===== src/sv/rpn_pkg.sv =====
// Shared types and codes for the stack-machine evaluator.
// No dependencies; compile first.
`default_nettype none

package rpn_pkg;

   // Instruction codes carried in the op field of a request beat.
   typedef enum logic [2:0] {
      OP_PUSH   = 3'd0,
      OP_ADD    = 3'd1,
      OP_SUB    = 3'd2,
      OP_MUL    = 3'd3,
      OP_DIV    = 3'd4,
      OP_NEGATE = 3'd5
   } rpn_op_type;

   localparam int OP_WIDTH = 3;

   // Completion status returned with every result beat.
   typedef enum logic [1:0] {
      ST_OK    = 2'd0,
      ST_UNDER = 2'd1,
      ST_DIVZ  = 2'd2,
      ST_OVER  = 2'd3
   } rpn_status_type;

   // Command from the sequencer to the multiply/divide unit.
   typedef struct packed {
      logic start;
      logic is_div;
   } rpn_unit_cmd_type;

endpackage

`default_nettype wire


===== src/sv/rpn_if.sv =====
// Valid/ready channel interfaces for request and response beats.
// Depends on rpn_pkg.
`default_nettype none

interface rpn_req_if import rpn_pkg::*; #(
   parameter int WORD_WIDTH = 32
) ();
   logic                         valid;
   logic                         ready;
   logic [OP_WIDTH-1:0]          op;
   logic signed [WORD_WIDTH-1:0] operand;
   logic                         last;

   modport source (output valid, output op, output operand, output last, input ready);
   modport sink   (input valid, input op, input operand, input last, output ready);
endinterface

interface rpn_rsp_if import rpn_pkg::*; #(
   parameter int WORD_WIDTH = 32
) ();
   logic                         valid;
   logic                         ready;
   logic signed [WORD_WIDTH-1:0] value;
   rpn_status_type               status;

   modport source (output valid, output value, output status, input ready);
   modport sink   (input valid, input value, input status, output ready);
endinterface

`default_nettype wire


===== src/sv/rpn_muldiv.sv =====
// Iterative multiply/divide unit, one bit per cycle (shift-add and restoring division).
// Depends on rpn_pkg.
`default_nettype none

module rpn_muldiv import rpn_pkg::*; #(
   parameter int WORD_WIDTH = 32
) (
   input  wire logic                  clock,
   input  wire logic                  reset,
   input  wire rpn_unit_cmd_type      cmd,
   input  wire logic [WORD_WIDTH-1:0] a,
   input  wire logic [WORD_WIDTH-1:0] b,
   output logic                       done,
   output logic [WORD_WIDTH-1:0]      result
);

   localparam int CW = $clog2(WORD_WIDTH);

   typedef enum logic [1:0] {U_IDLE, U_RUN, U_FIX} unit_state_type;

   unit_state_type        state_ff, state_in;
   logic [CW-1:0]         count_ff, count_in;
   logic                  is_div_ff, is_div_in;
   logic                  neg_ff, neg_in;
   logic [WORD_WIDTH-1:0] acc_ff, acc_in;
   logic [WORD_WIDTH-1:0] x_ff, x_in;
   logic [WORD_WIDTH-1:0] y_ff, y_in;
   logic [WORD_WIDTH:0]   shifted;
   logic [WORD_WIDTH:0]   diff;
   logic [WORD_WIDTH-1:0] a_mag;
   logic [WORD_WIDTH-1:0] b_mag;

   assign a_mag   = a[WORD_WIDTH-1] ? (~a + 1'b1) : a;
   assign b_mag   = b[WORD_WIDTH-1] ? (~b + 1'b1) : b;
   assign shifted = {acc_ff, x_ff[WORD_WIDTH-1]};
   assign diff    = shifted - {1'b0, y_ff};

   assign done   = (state_ff == U_FIX);
   assign result = is_div_ff ? (neg_ff ? (~x_ff + 1'b1) : x_ff) : acc_ff;

   always_comb begin
      state_in  = state_ff;
      count_in  = count_ff;
      is_div_in = is_div_ff;
      neg_in    = neg_ff;
      acc_in    = acc_ff;
      x_in      = x_ff;
      y_in      = y_ff;
      unique case (state_ff)
         U_IDLE: begin
            if (cmd.start) begin
               is_div_in = cmd.is_div;
               neg_in    = a[WORD_WIDTH-1] ^ b[WORD_WIDTH-1];
               acc_in    = '0;
               x_in      = cmd.is_div ? a_mag : a;
               y_in      = cmd.is_div ? b_mag : b;
               count_in  = CW'(WORD_WIDTH - 1);
               state_in  = U_RUN;
            end
         end
         U_RUN: begin
            if (is_div_ff) begin
               // Restoring step: the quotient bits shift in where the dividend shifts out.
               if (shifted >= {1'b0, y_ff}) begin
                  acc_in = diff[WORD_WIDTH-1:0];
                  x_in   = {x_ff[WORD_WIDTH-2:0], 1'b1};
               end else begin
                  acc_in = shifted[WORD_WIDTH-1:0];
                  x_in   = {x_ff[WORD_WIDTH-2:0], 1'b0};
               end
            end else begin
               if (y_ff[0]) begin
                  acc_in = acc_ff + x_ff;
               end
               x_in = {x_ff[WORD_WIDTH-2:0], 1'b0};
               y_in = {1'b0, y_ff[WORD_WIDTH-1:1]};
            end
            if (count_ff == '0) begin
               state_in = U_FIX;
            end else begin
               count_in = count_ff - 1'b1;
            end
         end
         U_FIX: begin
            state_in = U_IDLE;
         end
         default: begin
            state_in = U_IDLE;
         end
      endcase
   end

   always_ff @(posedge clock) begin
      if (reset) begin
         state_ff <= U_IDLE;
      end else begin
         state_ff <= state_in;
      end
      count_ff  <= count_in;
      is_div_ff <= is_div_in;
      neg_ff    <= neg_in;
      acc_ff    <= acc_in;
      x_ff      <= x_in;
      y_ff      <= y_in;
   end

endmodule

`default_nettype wire


===== src/sv/rpn_stack_calculator_top.sv =====
// Top level of the reverse Polish stack-machine evaluator: sequencer, stack memory
// and result register. Depends on rpn_pkg, rpn_if and rpn_muldiv.
`default_nettype none

// Channel  Direction  Payload                              Beat taken when
// req      in         op[2:0], operand[WORD_WIDTH], last   req.valid && req.ready
// rsp      out        value[WORD_WIDTH], status[1:0]       rsp.valid && rsp.ready
//
// Push, skipped and unused instructions go from S_IDLE to S_FINISH; negate adds S_FETCH_R,
// add and subtract S_FETCH_R and S_FETCH_L; multiply and divide also wait in S_UNIT for
// the one-bit-per-cycle multiply/divide unit. A last beat that pops the top adds S_POP to read it.
// Reset empties the stack and clears the fault; the stack memory itself is not cleared,
// since only entries below the stack pointer are ever read.
// A new request is taken while a result still waits in the output register; the block
// only stalls at the end of a last beat if that register is still full.

module rpn_stack_calculator_top import rpn_pkg::*; #(
   parameter int STACK_DEPTH = 64,
   parameter int WORD_WIDTH  = 32
) (
   input  wire logic clock,
   input  wire logic reset,
   rpn_req_if.sink   req,
   rpn_rsp_if.source rsp
);

   localparam int AW  = $clog2(STACK_DEPTH);
   localparam int SPW = $clog2(STACK_DEPTH + 1);

   // The sequencer works on one instruction at a time. Operands are read from the
   // stack memory one per cycle and the result is written back before the next
   // instruction is taken, so a read never overlaps a pending write to the same entry.
   typedef enum logic [2:0] {
      S_IDLE,
      S_FETCH_R,
      S_FETCH_L,
      S_UNIT,
      S_FINISH,
      S_POP
   } seq_state_type;

   seq_state_type         state_ff, state_in;
   logic [SPW-1:0]        sp_ff, sp_in;
   rpn_status_type        fault_ff, fault_in;
   logic [OP_WIDTH-1:0]   op_ff, op_in;
   logic                  last_ff, last_in;
   logic [WORD_WIDTH-1:0] r_ff, r_in;

   logic                  rsp_valid_ff, rsp_valid_in;
   logic [WORD_WIDTH-1:0] rsp_value_ff, rsp_value_in;
   rpn_status_type        rsp_status_ff, rsp_status_in;

   // Stack memory: one write port, one read port, registered read data.
   logic [WORD_WIDTH-1:0] stack_mem [STACK_DEPTH];
   logic                  mem_we;
   logic [AW-1:0]         mem_waddr;
   logic [WORD_WIDTH-1:0] mem_wdata;
   logic                  mem_re;
   logic [AW-1:0]         mem_raddr;
   logic [WORD_WIDTH-1:0] rd_data_ff;

   logic [SPW-1:0]        sp_m1;
   logic [SPW-1:0]        sp_m2;
   logic                  accept;
   logic                  out_free;

   rpn_unit_cmd_type      unit_cmd;
   logic                  unit_done;
   logic [WORD_WIDTH-1:0] unit_result;

   assign sp_m1    = sp_ff - 1'b1;
   assign sp_m2    = sp_ff - SPW'(2);
   assign accept   = req.valid && req.ready;
   assign out_free = !rsp_valid_ff || rsp.ready;

   assign req.ready  = (state_ff == S_IDLE);
   assign rsp.valid  = rsp_valid_ff;
   assign rsp.value  = rsp_value_ff;
   assign rsp.status = rsp_status_ff;

   rpn_muldiv #(
      .WORD_WIDTH (WORD_WIDTH)
   ) u_muldiv (
      .clock  (clock),
      .reset  (reset),
      .cmd    (unit_cmd),
      .a      (rd_data_ff),
      .b      (r_ff),
      .done   (unit_done),
      .result (unit_result)
   );

   always_comb begin
      state_in      = state_ff;
      sp_in         = sp_ff;
      fault_in      = fault_ff;
      op_in         = op_ff;
      last_in       = last_ff;
      r_in          = r_ff;
      rsp_valid_in  = rsp_valid_ff && !rsp.ready;
      rsp_value_in  = rsp_value_ff;
      rsp_status_in = rsp_status_ff;
      mem_we        = 1'b0;
      mem_waddr     = sp_m1[AW-1:0];
      mem_wdata     = rd_data_ff;
      mem_re        = 1'b0;
      mem_raddr     = sp_m1[AW-1:0];
      unit_cmd      = '0;

      unique case (state_ff)
         S_IDLE: begin
            if (accept) begin
               op_in    = req.op;
               last_in  = req.last;
               state_in = S_FINISH;
               // Once a program has faulted, its remaining instructions are skipped.
               if (fault_ff == ST_OK) begin
                  unique case (req.op)
                     OP_PUSH: begin
                        if (sp_ff == SPW'(STACK_DEPTH)) begin
                           fault_in = ST_OVER;
                        end else begin
                           mem_we    = 1'b1;
                           mem_waddr = sp_ff[AW-1:0];
                           mem_wdata = req.operand;
                           sp_in     = sp_ff + 1'b1;
                        end
                     end
                     OP_NEGATE: begin
                        if (sp_ff == '0) begin
                           fault_in = ST_UNDER;
                        end else begin
                           mem_re   = 1'b1;
                           state_in = S_FETCH_R;
                        end
                     end
                     OP_ADD, OP_SUB, OP_MUL, OP_DIV: begin
                        if (sp_ff < SPW'(2)) begin
                           fault_in = ST_UNDER;
                        end else begin
                           mem_re   = 1'b1;
                           state_in = S_FETCH_R;
                        end
                     end
                     default: begin
                        // Unused codes do nothing.
                     end
                  endcase
               end
            end
         end

         S_FETCH_R: begin
            // The top of the stack has arrived; it is the right-hand operand.
            r_in = rd_data_ff;
            if (op_ff == OP_NEGATE) begin
               mem_we    = 1'b1;
               mem_waddr = sp_m1[AW-1:0];
               mem_wdata = ~rd_data_ff + 1'b1;
               state_in  = S_FINISH;
            end else begin
               mem_re    = 1'b1;
               mem_raddr = sp_m2[AW-1:0];
               state_in  = S_FETCH_L;
            end
         end

         S_FETCH_L: begin
            // Second from top has arrived in the read register: the left-hand operand.
            mem_waddr = sp_m2[AW-1:0];
            unique case (op_ff)
               OP_ADD: begin
                  mem_we    = 1'b1;
                  mem_wdata = rd_data_ff + r_ff;
                  sp_in     = sp_m1;
                  state_in  = S_FINISH;
               end
               OP_SUB: begin
                  mem_we    = 1'b1;
                  mem_wdata = rd_data_ff - r_ff;
                  sp_in     = sp_m1;
                  state_in  = S_FINISH;
               end
               OP_MUL: begin
                  unit_cmd.start  = 1'b1;
                  unit_cmd.is_div = 1'b0;
                  state_in        = S_UNIT;
               end
               OP_DIV: begin
                  if (r_ff == '0) begin
                     fault_in = ST_DIVZ;
                     state_in = S_FINISH;
                  end else begin
                     unit_cmd.start  = 1'b1;
                     unit_cmd.is_div = 1'b1;
                     state_in        = S_UNIT;
                  end
               end
               default: begin
                  state_in = S_FINISH;
               end
            endcase
         end

         S_UNIT: begin
            mem_waddr = sp_m2[AW-1:0];
            mem_wdata = unit_result;
            if (unit_done) begin
               mem_we   = 1'b1;
               sp_in    = sp_m1;
               state_in = S_FINISH;
            end
         end

         S_FINISH: begin
            if (!last_ff) begin
               state_in = S_IDLE;
            end else if (fault_ff != ST_OK) begin
               // A faulted program reports its first fault and leaves an empty stack.
               if (out_free) begin
                  rsp_valid_in  = 1'b1;
                  rsp_value_in  = '0;
                  rsp_status_in = fault_ff;
                  sp_in         = '0;
                  fault_in      = ST_OK;
                  state_in      = S_IDLE;
               end
            end else if (sp_ff == '0) begin
               if (out_free) begin
                  rsp_valid_in  = 1'b1;
                  rsp_value_in  = '0;
                  rsp_status_in = ST_UNDER;
                  state_in      = S_IDLE;
               end
            end else begin
               mem_re   = 1'b1;
               sp_in    = sp_m1;
               state_in = S_POP;
            end
         end

         S_POP: begin
            // The read register holds the popped word until the result register frees up.
            if (out_free) begin
               rsp_valid_in  = 1'b1;
               rsp_value_in  = rd_data_ff;
               rsp_status_in = ST_OK;
               state_in      = S_IDLE;
            end
         end

         default: begin
            state_in = S_IDLE;
         end
      endcase
   end

   always_ff @(posedge clock) begin
      if (reset) begin
         state_ff     <= S_IDLE;
         sp_ff        <= '0;
         fault_ff     <= ST_OK;
         rsp_valid_ff <= 1'b0;
      end else begin
         state_ff     <= state_in;
         sp_ff        <= sp_in;
         fault_ff     <= fault_in;
         rsp_valid_ff <= rsp_valid_in;
      end
      op_ff         <= op_in;
      last_ff       <= last_in;
      r_ff          <= r_in;
      rsp_value_ff  <= rsp_value_in;
      rsp_status_ff <= rsp_status_in;
   end

   always_ff @(posedge clock) begin
      if (mem_we) begin
         stack_mem[mem_waddr] <= mem_wdata;
      end
   end

   always_ff @(posedge clock) begin
      if (mem_re) begin
         rd_data_ff <= stack_mem[mem_raddr];
      end
   end

   // The stack pointer never runs past the memory.
   a_sp_in_range : assert property (@(posedge clock) disable iff (reset)
      sp_ff <= SPW'(STACK_DEPTH))
      else $error("stack pointer beyond stack depth");

   // A result that reports a fault carries a zero value.
   a_fault_zero_value : assert property (@(posedge clock) disable iff (reset)
      rsp_valid_ff && (rsp_status_ff != ST_OK) |-> rsp_value_ff == '0)
      else $error("faulted result carries a non-zero value");

   // The arithmetic unit only finishes while the sequencer waits for it.
   a_unit_done_in_wait : assert property (@(posedge clock) disable iff (reset)
      unit_done |-> state_ff == S_UNIT)
      else $error("multiply/divide unit finished outside its wait state");

   // Ending a faulted program empties the stack and clears the fault.
   a_fault_clears_stack : assert property (@(posedge clock) disable iff (reset)
      (state_ff == S_FINISH) && last_ff && (fault_ff != ST_OK) && out_free
      |=> (sp_ff == '0) && (fault_ff == ST_OK))
      else $error("stack not emptied after a faulted program");

endmodule

`default_nettype wire

===== src/flat_wrapper.sv =====
// flat-port wrapper written by rule: the top's interface ports become plain ports
module rpn_stack_calculator_top_flat import rpn_pkg::*;
#(
   parameter int STACK_DEPTH = 64,
   parameter int WORD_WIDTH  = 32
)
  (clock, reset, req_valid, req_op, req_operand, req_last, req_ready, rsp_valid, rsp_value, rsp_status, rsp_ready);
  rpn_req_if #(.WORD_WIDTH(WORD_WIDTH)) req_i ();
  rpn_rsp_if #(.WORD_WIDTH(WORD_WIDTH)) rsp_i ();
  input  wire logic clock;
  input  wire logic reset;
  input wire logic [$bits(req_i.valid)-1:0] req_valid;
  input wire logic [$bits(req_i.op)-1:0] req_op;
  input wire logic [$bits(req_i.operand)-1:0] req_operand;
  input wire logic [$bits(req_i.last)-1:0] req_last;
  output wire logic [$bits(req_i.ready)-1:0] req_ready;
  output wire logic [$bits(rsp_i.valid)-1:0] rsp_valid;
  output wire logic [$bits(rsp_i.value)-1:0] rsp_value;
  output wire logic [$bits(rsp_i.status)-1:0] rsp_status;
  input wire logic [$bits(rsp_i.ready)-1:0] rsp_ready;
  assign req_i.valid = req_valid;
  assign req_i.op = req_op;
  assign req_i.operand = req_operand;
  assign req_i.last = req_last;
  assign req_ready = req_i.ready;
  assign rsp_valid = rsp_i.valid;
  assign rsp_value = rsp_i.value;
  assign rsp_status = rsp_i.status;
  assign rsp_i.ready = rsp_ready;
  rpn_stack_calculator_top #(.STACK_DEPTH(STACK_DEPTH), .WORD_WIDTH(WORD_WIDTH)) u_core (.clock(clock), .reset(reset), .req(req_i), .rsp(rsp_i));
endmodule

===== config.mk =====
export PLATFORM = sky130hd
export DESIGN_NAME = rpn_stack_calculator_top_flat
export DESIGN_NICKNAME = d
export VERILOG_FILES = /design/src/sv/rpn_pkg.sv /design/src/sv/rpn_if.sv /design/src/sv/rpn_muldiv.sv /design/src/sv/rpn_stack_calculator_top.sv /design/src/flat_wrapper.sv
export SDC_FILE = /design/constraint.sdc
export NUM_CORES = 2
export LEC_CHECK = 0
export ABC_AREA = 1
export ABC_CLOCK_PERIOD_IN_PS = 6900
export BUFFER_PORTS_ARGS = -buffer_cell sky130_fd_sc_hd__buf_2
export CAP_MARGIN = 20
export CORE_MARGIN = 8
export CORE_UTILIZATION = 39
export CTS_BUF_LIST = sky130_fd_sc_hd__clkbuf_8
export DETAILED_ROUTE_END_ITERATION = 16
export PLACE_DENSITY = 0.57
export SETUP_SLACK_MARGIN = 0.02
export SLEW_MARGIN = 20
export SYNTH_ARGS = -nofsm -noshare
export SYNTH_HDL_FRONTEND = slang
export SYNTH_HIERARCHICAL = 1
export SYNTH_SLANG_ARGS = --single-unit

===== constraint.sdc =====
create_clock -name clock -period 6.9 [get_ports clock]
set_clock_uncertainty 0.2 [all_clocks]
set_input_delay 0.345 -clock clock [delete_from_list [all_inputs] [get_ports clock]]
set_output_delay 0.345 -clock clock [all_outputs]
set_load 0.01 [all_outputs]

==> impl_metrics.ini <==
[run_status]
status = complete, no violations

[yosys]
synth-edff-count = 2253
synth_xor_area_share_pct = 1.03
async_flop_share_pct = 0
ys_ff_latch = 2268
synth_cell_types = 63
synth-compound-area-share_pct = 4.74
yosys_warnings = 6
yosys_most_used_dff = edfxtp_1
synth_fa_ha_area_share_pct = 1.32
syn_area_per_cell_um2 = 9.89
synthSimpleGateAreaFrac_pct = 23.8
synth_fp_nets = 10800
syn-cell-area_mm2 = 0.106
synthCells = 10700
synth_seq_area_share_pct = 64.3
synth_top_family_by_area = simple AND/OR/NAND/NOR gates
synth.area.mux_share_pct = 0

[sta]
hold_violations = 0
post-route-period-util_pct = 80.1
period_minus_slack_ps = 5520
timing.fmax_mhz = 181
maxSlewViolCount = 0
maxSlewHeadroom_pct = 22.0
setup_violations = 0
tns_ps = 0
rsz0062_at_grt = no
worst_hold_slack_ps = 148
tightest_slew_ps = 1160

[placed_design]
hpwl_um = 214000
io_buffers = 75
gp_congestion = 0.957

[die]
boundaryPins = 76
coreArea_mm2 = 0.270
start_util_pct = 39.1
chipWidth_um = 536
die_area_mm2 = 0.288
core.rowCount = 191
chipHeight_um = 536

[drt]
first_pass_iters = 5
final_antenna_net_count = 0
vias = 78600
vias_per_cell = 5.34
wl_um = 352000
post_drt_wl_per_cell_um = 23.9
drc = 0
initialDrtViolationCount = 8091

[layout]
final_cell_mix = nand2_1 (4251), edfxtp_1 (2253), nand3_1 (1207)
layout_commonest_cell = nand2_1
multi_input_area_mm2 = 0.0335
drive_above_1_share_pct = 8.54
seqCellArea_mm2 = 0.0680
nets = 11000
synthToLayoutAreaGrowth_pct = 12.2
fill_cells = 25700

[global_routing]
grt_max_degree = 152
grt_overflow_total = 0
first_global_vias = 74400
track_usage_pct = 23.6
grt_pass1_wl_um = 509000
antenna_found_initial = 16

[setup_path]
cp-start-kind = flip-flop
r2r_start = u_core/r_ff[4]
cp.required_ps = 7440
end_kind = flip-flop
cp_top_family = simple AND/OR/NAND/NOR gates
cp_max_fo = 36
crit_buf_inv = 1
worst_path_largest_cell_delay_ps = 590
startpoint = u_core/r_ff[4]
worst-endpoint-arrival_ps = 6070
slowest_stage = a21oi_4
worstSetupPathType = flip-flop to flip-flop
crit_path_cell_trace = nor2_1, nand2_1, nor2_1, nand2_1, nor2_1, nand2_1, nor2_1, nor2_1, xnor2_1, ha_1, nand2_1, nor2_1, nand2_1, nor3_1, nand2_1, o2111ai_1, nand3_1, a21oi_4, buf_4

[clock_network]
cts_buffer_depth = 4
hold_buffers = 18
cts_tree = yes
cts_max_level = 5
cts_setup_buffers = 0
clkSinkCount = 2268
clk_latency_ps = 1040
cts-buffers-inserted = 384
cts_resized = 0
path_clk_slew_ps = 70
cts_root_buf = clkbuf_8

[job]
cap_violations = 0

[min_path]
worstHoldStart = req_valid
hold_class = input pin to flip-flop
## cells by family (layout without fill, tap and decap cells)
kind of cell	after synthesis	count (layout)
AOI/OAI and AO/OA	832	832
xor gates and xnor gates	123	123
adders and majority gates	110	110
buffers and inverters	1201	1677
DFF	2268	2268
other	0	6
and+or+nand+nor	6144	6144
## cells in the mapped netlist, drive strengths merged (2+ instances only)
cell / count / area (um^2)
nand2: 4269 / 16100
edfxtp: 2253 / 67700
nand3: 1213 / 6100
inv: 679 / 2550
nor2: 485 / 1890
buf: 408 / 2040
o21ai: 302 / 1540
o211ai: 231 / 1730
a21oi: 215 / 1100
ha: 107 / 1340
clkbuf: 104 / 390
xor2: 84 / 743
nor3: 61 / 320
nand4: 39 / 244
xnor2: 39 / 342
or2: 33 / 206
nand3b: 26 / 195
o21bai: 19 / 143
dfxtp: 15 / 300
a22oi: 13 / 103
nor4: 12 / 75.1
a31oi: 11 / 68.8
clkinv: 10 / 37.5
a21o: 7 / 52.6
o21a: 7 / 52.6
o2111ai: 6 / 52.6
o31ai: 6 / 45.0
o22ai: 4 / 25.0
fa: 3 / 60.1
a211oi: 2 / 15.0
a221oi: 2 / 17.5
and2: 2 / 12.5
nor3b: 2 / 20.0
o311ai: 2 / 17.5
## routing by layer
metal / GRT usage (%) / up-vias / share of wire [%]
met4: 8.36 / 2 / 3.8
met5: 0 / - / 0.0037
li1: - / 36600 / -
met2: 37.0 / 3328 / 45
met3: 4.16 / 532 / 8.2
met1: 33.0 / 38200 / 43
## path summary, 6_finish.rpt
path	end	slack (ps)	cells past startpoint
worst min register to register	u_core/fault_ff[0]	300	2
worst max-delay path	u_core/stack_mem[39][25]	1380	19
worst min-delay path	u_core/op_ff[0]	150	4
worst max register to register	u_core/stack_mem[39][25]	1380	19
## through the flow
stage / std cells / utilization [%] / worst slack [ps] / area, um^2
2_1_floorplan: 10700 / - / 1520 / 106000
3_3_place_gp: 14000 / 41.2 / 1400 / 111000
3_5_place_dp: 14000 / 41.2 / 1450 / 111000
4_1_cts: 14700 / 43.9 / 1410 / 118000
5_1_grt: 14700 / 43.9 / 1020 / 118000
6_report: 14700 / 43.9 / 1380 / 118000
## area by class of cell
type                            instances  area share (%)
Inverter                              689            2.19
Tap cell                             3570            3.77
Multi-Input combinational cell       7209            28.3
Antenna cell                            6          0.0127
Sequential cell                      2268            57.4
Clock buffer                          387            4.50
Clock inverter                        293            1.52
Timing Repair Buffer                  308            2.36
## registers in the layout, summed over array words and instances, names as in the netlist, 5 cells and up
name,flops
u_core/stack_mem,2048
u_core/r_ff,32
u_core/rd_data_ff,32
u_core/rsp.value,32
u_core/u_muldiv/acc_ff,32
u_core/u_muldiv/x_ff,32
u_core/u_muldiv/y_ff,32
u_core/sp_ff,7
u_core/u_muldiv/count_ff,5
## worst min-delay path: cells and delay by family
| family | cells | cell delay, ps |
|---|---|---|
| buf+inv | 3 | 740 |
| simple gates | 1 | 120 |
Power is not shown: default switching activity piles up to over one toggle a cycle in this logic, so the estimate is an artifact.
